`config.mk`:
```
export PLATFORM = sky130hd
export DESIGN_NAME = dfg_grad_unit
export DESIGN_NICKNAME = d
export VERILOG_FILES = /design/src/rtl/core/dfg_pkg.sv /design/src/rtl/core/dfg_grad_unit.sv
export SDC_FILE = /design/constraint.sdc
export NUM_CORES = 1
export LEC_CHECK = 0
export BUFFER_PORTS_ARGS = -buffer_cell sky130_fd_sc_hd__buf_2
export CAP_MARGIN = 20
export CORE_MARGIN = 1.5
export CORE_UTILIZATION = 30
export DETAILED_ROUTE_END_ITERATION = 10
export PLACE_DENSITY_LB_ADDON = 0.15
export SLEW_MARGIN = 40
export SYNTH_ARGS = -nofsm -noshare
export SYNTH_HDL_FRONTEND = slang
export SYNTH_SLANG_ARGS = --single-unit
```
`constraint.sdc`:
```
create_clock -name clk_i -period 10.5 [get_ports clk_i]
set_input_delay 1.575 -clock clk_i [delete_from_list [all_inputs] [get_ports clk_i]]
set_output_delay 1.575 -clock clk_i [all_outputs]
set_load 0.005 [all_outputs]
```
`src/rtl/core/dfg_pkg.sv`:
```
`timescale 1ns / 1ps
// ----------------------------------------------------------------------------
// Depth field gradient package
// Shared constants, codes and types for the depth field gradient block.
// ----------------------------------------------------------------------------
package dfg_pkg;

  // Field geometry
  localparam int unsigned FIELD_SIZE = 512;
  localparam int unsigned CoordW     = $clog2(FIELD_SIZE);
  localparam int unsigned AddrW      = 2 * CoordW;
  localparam int unsigned FieldDepth = FIELD_SIZE * FIELD_SIZE;
  localparam int unsigned LastCoord  = FIELD_SIZE - 1;

  // Item field widths
  localparam int unsigned ColW   = 9;
  localparam int unsigned DepthW = 16;
  localparam int unsigned InvW   = 24;
  localparam int unsigned GradW  = 25;

  // Datapath widths
  localparam int unsigned DiffW = DepthW + 1;
  localparam int unsigned ProdW = DiffW + InvW + 1;

  // Q8.16 reciprocal: fraction bits, reset value 1.0
  localparam int unsigned FracBits = 16;
  localparam logic [InvW-1:0] InvReset = InvW'(1 << FracBits);

  typedef enum logic {
    ACT_LOAD  = 1'b0,
    ACT_QUERY = 1'b1
  } act_e;

  typedef enum logic {
    AXIS_X = 1'b0,
    AXIS_Z = 1'b1
  } axis_e;

  typedef enum logic [1:0] {
    ST_IDLE,
    ST_READ,
    ST_DRAIN,
    ST_PUSH
  } seq_state_e;

  // Neighbor read order within a query
  typedef enum logic [1:0] {
    RD_XP = 2'd0,
    RD_XM = 2'd1,
    RD_ZP = 2'd2,
    RD_ZM = 2'd3
  } rd_slot_e;

  typedef struct packed {
    logic              we;
    logic              re;
    logic [AddrW-1:0]  addr;
    logic [DepthW-1:0] wdata;
  } ram_req_t;

  typedef struct packed {
    logic              valid;
    axis_e             axis;
    logic              span2;
    logic [DepthW-1:0] hi;
    logic [DepthW-1:0] lo;
  } gu_req_t;

  typedef struct packed {
    logic             valid;
    axis_e            axis;
    logic [GradW-1:0] grad;
  } gu_rsp_t;

endpackage

```
`src/rtl/core/dfg_grad_unit.sv`:
```
`timescale 1ns / 1ps
// ----------------------------------------------------------------------------
// Gradient arithmetic unit
// Difference, scale by reciprocal texel size, floor shift by 16 or 17.
// ----------------------------------------------------------------------------
module dfg_grad_unit (
  input  logic                     clk_i,
  input  logic                     rst_ni,
  input  logic [dfg_pkg::InvW-1:0] inv_i,
  input  dfg_pkg::gu_req_t         req_i,
  output dfg_pkg::gu_rsp_t         rsp_o
);
  import dfg_pkg::*;

  // Stage 1: difference
  logic                    s1_valid_q;
  axis_e                   s1_axis_q;
  logic                    s1_span2_q;
  logic signed [DiffW-1:0] diff_q;
  logic signed [DiffW-1:0] diff_d;

  // Stage 2: product
  logic                    s2_valid_q;
  axis_e                   s2_axis_q;
  logic                    s2_span2_q;
  logic signed [ProdW-1:0] prod_q;
  logic signed [ProdW-1:0] prod_d;
  logic signed [ProdW-1:0] shifted;

  assign diff_d = $signed({req_i.hi[DepthW-1], req_i.hi})
                - $signed({req_i.lo[DepthW-1], req_i.lo});

  assign prod_d = diff_q * $signed({1'b0, inv_i});

  always_ff @(posedge clk_i or negedge rst_ni) begin
    if (!rst_ni) begin
      s1_valid_q <= 1'b0;
      s2_valid_q <= 1'b0;
    end else begin
      s1_valid_q <= req_i.valid;
      s2_valid_q <= s1_valid_q;
    end
  end

  always_ff @(posedge clk_i) begin
    if (req_i.valid) begin
      diff_q     <= diff_d;
      s1_axis_q  <= req_i.axis;
      s1_span2_q <= req_i.span2;
    end
    if (s1_valid_q) begin
      prod_q     <= prod_d;
      s2_axis_q  <= s1_axis_q;
      s2_span2_q <= s1_span2_q;
    end
  end

  // Arithmetic shift floors; interior span halves once more
  assign shifted = s2_span2_q ? (prod_q >>> (FracBits + 1)) : (prod_q >>> FracBits);

  assign rsp_o.valid = s2_valid_q;
  assign rsp_o.axis  = s2_axis_q;
  assign rsp_o.grad  = shifted[GradW-1:0];

endmodule

```
-- Yosys cells after proc, flatten, opt, wreduce, memory -nomap -nowiden
Index checks and enable logic that the tools add are counted.
- word-level logic and storage cells: 11
- register bits after elaboration: 65
- output and inout port bits: 27
- input bits: 61
- multiplexer cells: 1
- $mul: 1
- add/sub/neg operators: 1
- operators with widths (kind ; count):
    $mul 17x25->42 ; 1
    $mux 25 ; 1
    $sub 16x16->17 ; 1

-- Depth between registers and ports, before layout
- word-level depth: 1
- depth in mapped cells: 24
- depth with buffers taken out: 23

-- Least setup slack after synthesis
Ideal clock, no wire load.
- path type: input to register
- start point: input port inv_i[14] (netlist name)
- end point: register prod_q[40] (data pin)
- cell stages on the path: 23
- arrival time: 7.166 ns
- path buffers: 1
- setup time: 0.262 ns
- data required time: 10.238 ns
- path slack: 3.072 ns
- cell sequence: clkbuf_1 -> nand2_1 -> fa_1 -> inv_1 -> fa_1 -> inv_1 -> fa_1 -> inv_1 -> fa_1 -> fa_1 -> inv_1 -> fa_1 -> inv_1 -> ha_1 -> or3_1 -> o21ai_0 -> a31oi_1 -> nor4b_4 -> a2111oi_2 -> nor3b_4 -> a311oi_1 -> o21bai_1 -> xor2_1
- longest elaborated chain between the ends: 1
- RTL lines (item ; RTL line ; source):
    start, declared ; dfg_grad_unit.sv:9 ; input logic [dfg_pkg::InvW-1:0] inv_i,
    $mul 17x25->42 ; dfg_grad_unit.sv:33 ; assign prod_d = diff_q * $signed({1'b0, inv_i});
    net prod_d[40] ; dfg_grad_unit.sv:27 ; logic signed [ProdW-1:0] prod_d;
    end signal, assigned ; dfg_grad_unit.sv:52 ; prod_q <= prod_d;
    end, declared ; dfg_grad_unit.sv:26 ; logic signed [ProdW-1:0] prod_q;
The timed path passes the listed nets, and every way through them passes these cells.
A chain may end at the register's enable or synchronous reset.

-- Worst setup path after layout
- start point: input port inv_i[12] (netlist name)
- end point: register prod_q[40] (data pin)
The elaborated chain is that of the path after synthesis.

==> flow_metrics.env <==
export IMPL_layout_min_cycle_time_ps=8210
export IMPL_end_kind="flop"
export IMPL_num_rows=83
export IMPL_finalSetupViolations=0
export IMPL_die_y_um=230
export IMPL_clk_pin_slew_ps=70
export IMPL_drtPass1Iterations=4
export IMPL_clock_root_buffer="clkbuf_16"
export IMPL_syn_inst=1656
export IMPL_io_pins=88
export IMPL_grt_busiest_layer="met2"
export IMPL_clk_latency_ps=310
export IMPL_fin_setup_tns_ps=0
export IMPL_hold_depth=0
export IMPL_hpwlAfterDp_mm=32.5
export IMPL_grtUsageMet3=0.0151
export IMPL_dominantRegCellSynth="edfxtp_1"
export IMPL_die_w_um=230
export IMPL_start_kind="primary input"
export IMPL_status="complete, no violations"
export IMPL_cts_resized=0
export IMPL_tightest_slew_ps=741
export IMPL_synth_distinct_cells=49
export IMPL_post_cts_buffers=0
export IMPL_avgSynthCellArea_sq_um=9.35
export IMPL_grt_pass1_wl_mm=67.5
export IMPL_port_buffers=87
export IMPL_max_slew_margin=0.504
export IMPL_ant_nets=0
export IMPL_reg2reg_depth=21
export IMPL_crit_chain="buf_2 > nand2_1 > fa_1 > fa_1 > fa_1 > inv_1 > fa_1 > fa_1 > inv_1 > fa_1 > inv_1 > ha_1 > a21oi_1 > o21ai_0 > a211oi_1 > o211ai_1 > a2111oi_2 > nor3b_4 > a311oi_1 > o21bai_1 > xor2_1"
export IMPL_syn_to_final_growth_pct=8.48
export IMPL_grt_max_degree=30
export IMPL_drt_total_wl_mm=40.6
export IMPL_grt_pass1_vias=12400
export IMPL_async_flop_share=0.0408
export IMPL_use_met2=0.298
export IMPL_required_ps=10560
export IMPL_cp_slowest_cell="a2111oi_2"
export IMPL_crit_arrival_ps=8270
export IMPL_tritoncts_num_buffers=5
export IMPL_clock_sinks=49
export IMPL_cts_buffer_depth=2
export IMPL_core_region_area_sq_mm=0.0512
export IMPL_critical_path_max_stage_delay_ps=620
export IMPL_post_route_util=0.328
export IMPL_crit_fanout=17
export IMPL_syn_area_sq_mm=0.0155
export IMPL_drcViolationCount=0
export IMPL_final_common_cell="inv_1"
export IMPL_antenna_found_initial=0
export IMPL_fin_crit_sh=0.782
export IMPL_yosysWarningCount=0
export IMPL_finalHoldViolations=0
export IMPL_grt_usage=0.165
export IMPL_drt_iter0_drc=473
export IMPL_cp_num_cells=21
export IMPL_fin_worst_skew_ps=8.58
export IMPL_drv_slew=0
export IMPL_diodes=0
export IMPL_die_area_sq_mm=0.0530
export IMPL_cp_top_family="adder cells"
export IMPL_cts_tree="done"
export IMPL_hold_buffers=0
export IMPL_vias=10800
export IMPL_maxCapViolCount=0
export IMPL_yosysSeqAreaShare=0.0943
export IMPL_synth_edff_count=47
export IMPL_viasPerCell=4.51
export IMPL_start_util=0.303
export IMPL_cp_buffers_inverters=4
export IMPL_ys_ff_latch=49
export IMPL_synthesis_nets=2200
export IMPL_critical_path_class="in -> reg"
export IMPL_htreeDepth=2
export IMPL_final_nets=2246
export IMPL_met1_usage=0.213
export IMPL_grt_overflow_total=0
export IMPL_cp_common_cell="fa_1"
export IMPL_routedWlPerCell_um=17.0
export IMPL_gp_congestion=0.787
export IMPL_fmax_ghz=0.122
export IMPL_rsz0062_at_grt="false"
export IMPL_drive_above_1_share=0.0875
export IMPL_hold_class="reg -> reg"
export IMPL_final_cell_mix="inv_1, fa_1, nand2_1"
Yosys cell counts, drive strengths merged, types with 14 or more instances:
library cell	instances	area, sq um
xor2	14	123
mux2	25	282
xnor2	26	228
a21oi	28	140
nand2	213	800
and2	189	1180
o21ai	18	90.1
fa	329	6590
nor2	33	124
clkbuf	61	229
edfxtp	47	1410
inv	417	1570
ha	154	1930
state kept, by name, indices dropped and copies added (netlist names):
signal and flops:
diff_q 17, s2_valid_q 1, prod_q 26, s2_span2_q 1, s1_span2_q 1, s1_valid_q 1, s1_axis_q 1, s2_axis_q 1
logic make-up (layout without fill, tap and decap cells):
kind of cell             Yosys count  after routing  share of synthesized area
buffers and inverters            483            530                      0.118
flip-flops                        49             49                     0.0943
AO/OA/AOI/OAI                    102            102                     0.0440
XOR/XNOR                          40             40                     0.0226
AND/OR/NAND/NOR                  474            474                      0.154
multiplexers                      25             25                     0.0182
adder cells (fa/ha/maj)          483            483                      0.550
area by class of cell:
cell class / instances / area, sq um
clock buffers: 6 / 129
clock inverters: 2 / 13.8
fillers: 5360 / 34400
inverters: 418 / 1570
multi-input cells: 1124 / 12200
flip-flops and latches: 49 / 1460
well taps: 680 / 851
repair buffers: 104 / 567
metrics by stage:
step | worst slack, ps | hold slack, ps | std cells | area (sq um)
after global routing | 1830 | 431 | 2383 | 16800
after detailed placement | 1860 | 411 | 2375 | 16700
after global placement | 2050 | 404 | 2374 | 16600
after floorplan | 3070 | 400 | 1656 | 15500
final | 2290 | 426 | 2383 | 16800
after CTS | 2210 | 427 | 2383 | 16800
worst paths after layout:
path	to	slack [ps]	startpoint
min reg2reg	s2_span2_q	430	s1_span2_q
max in group asynchronous	s1_valid_q	9360	rst_ni
max reg2reg	prod_q[40]	2760	diff_q[2]
max	prod_q[40]	2290	inv_i[12]
min	s2_span2_q	430	s1_span2_q
min in group asynchronous	s1_valid_q	1030	rst_ni
layer usage:
| metal | share of wire | up-vias |
|---|---|---|
| met5 | 0 | - |
| met3 | 0.031 | 36 |
| li1 | - | 4992 |
| met1 | 0.44 | 5559 |
| met4 | 0.019 | 0 |
| met2 | 0.51 | 172 |
worst register-to-register path, stage by stage (launching register included):
cell and delay [ps]:
edfxtp_1 800, buf_4 370, nand2_1 110, fa_1 520, fa_1 510, fa_1 520, inv_1 60, fa_1 490
fa_1 490, inv_1 50, fa_1 470, inv_1 40, ha_1 280, a21oi_1 190, o21ai_0 160, a211oi_1 500
o211ai_1 450, a2111oi_2 620, nor3b_4 120, a311oi_1 450, o21bai_1 120, xor2_1 150
Power is not shown: default switching activity piles up to over one toggle a cycle in this logic, so the estimate is an artifact.
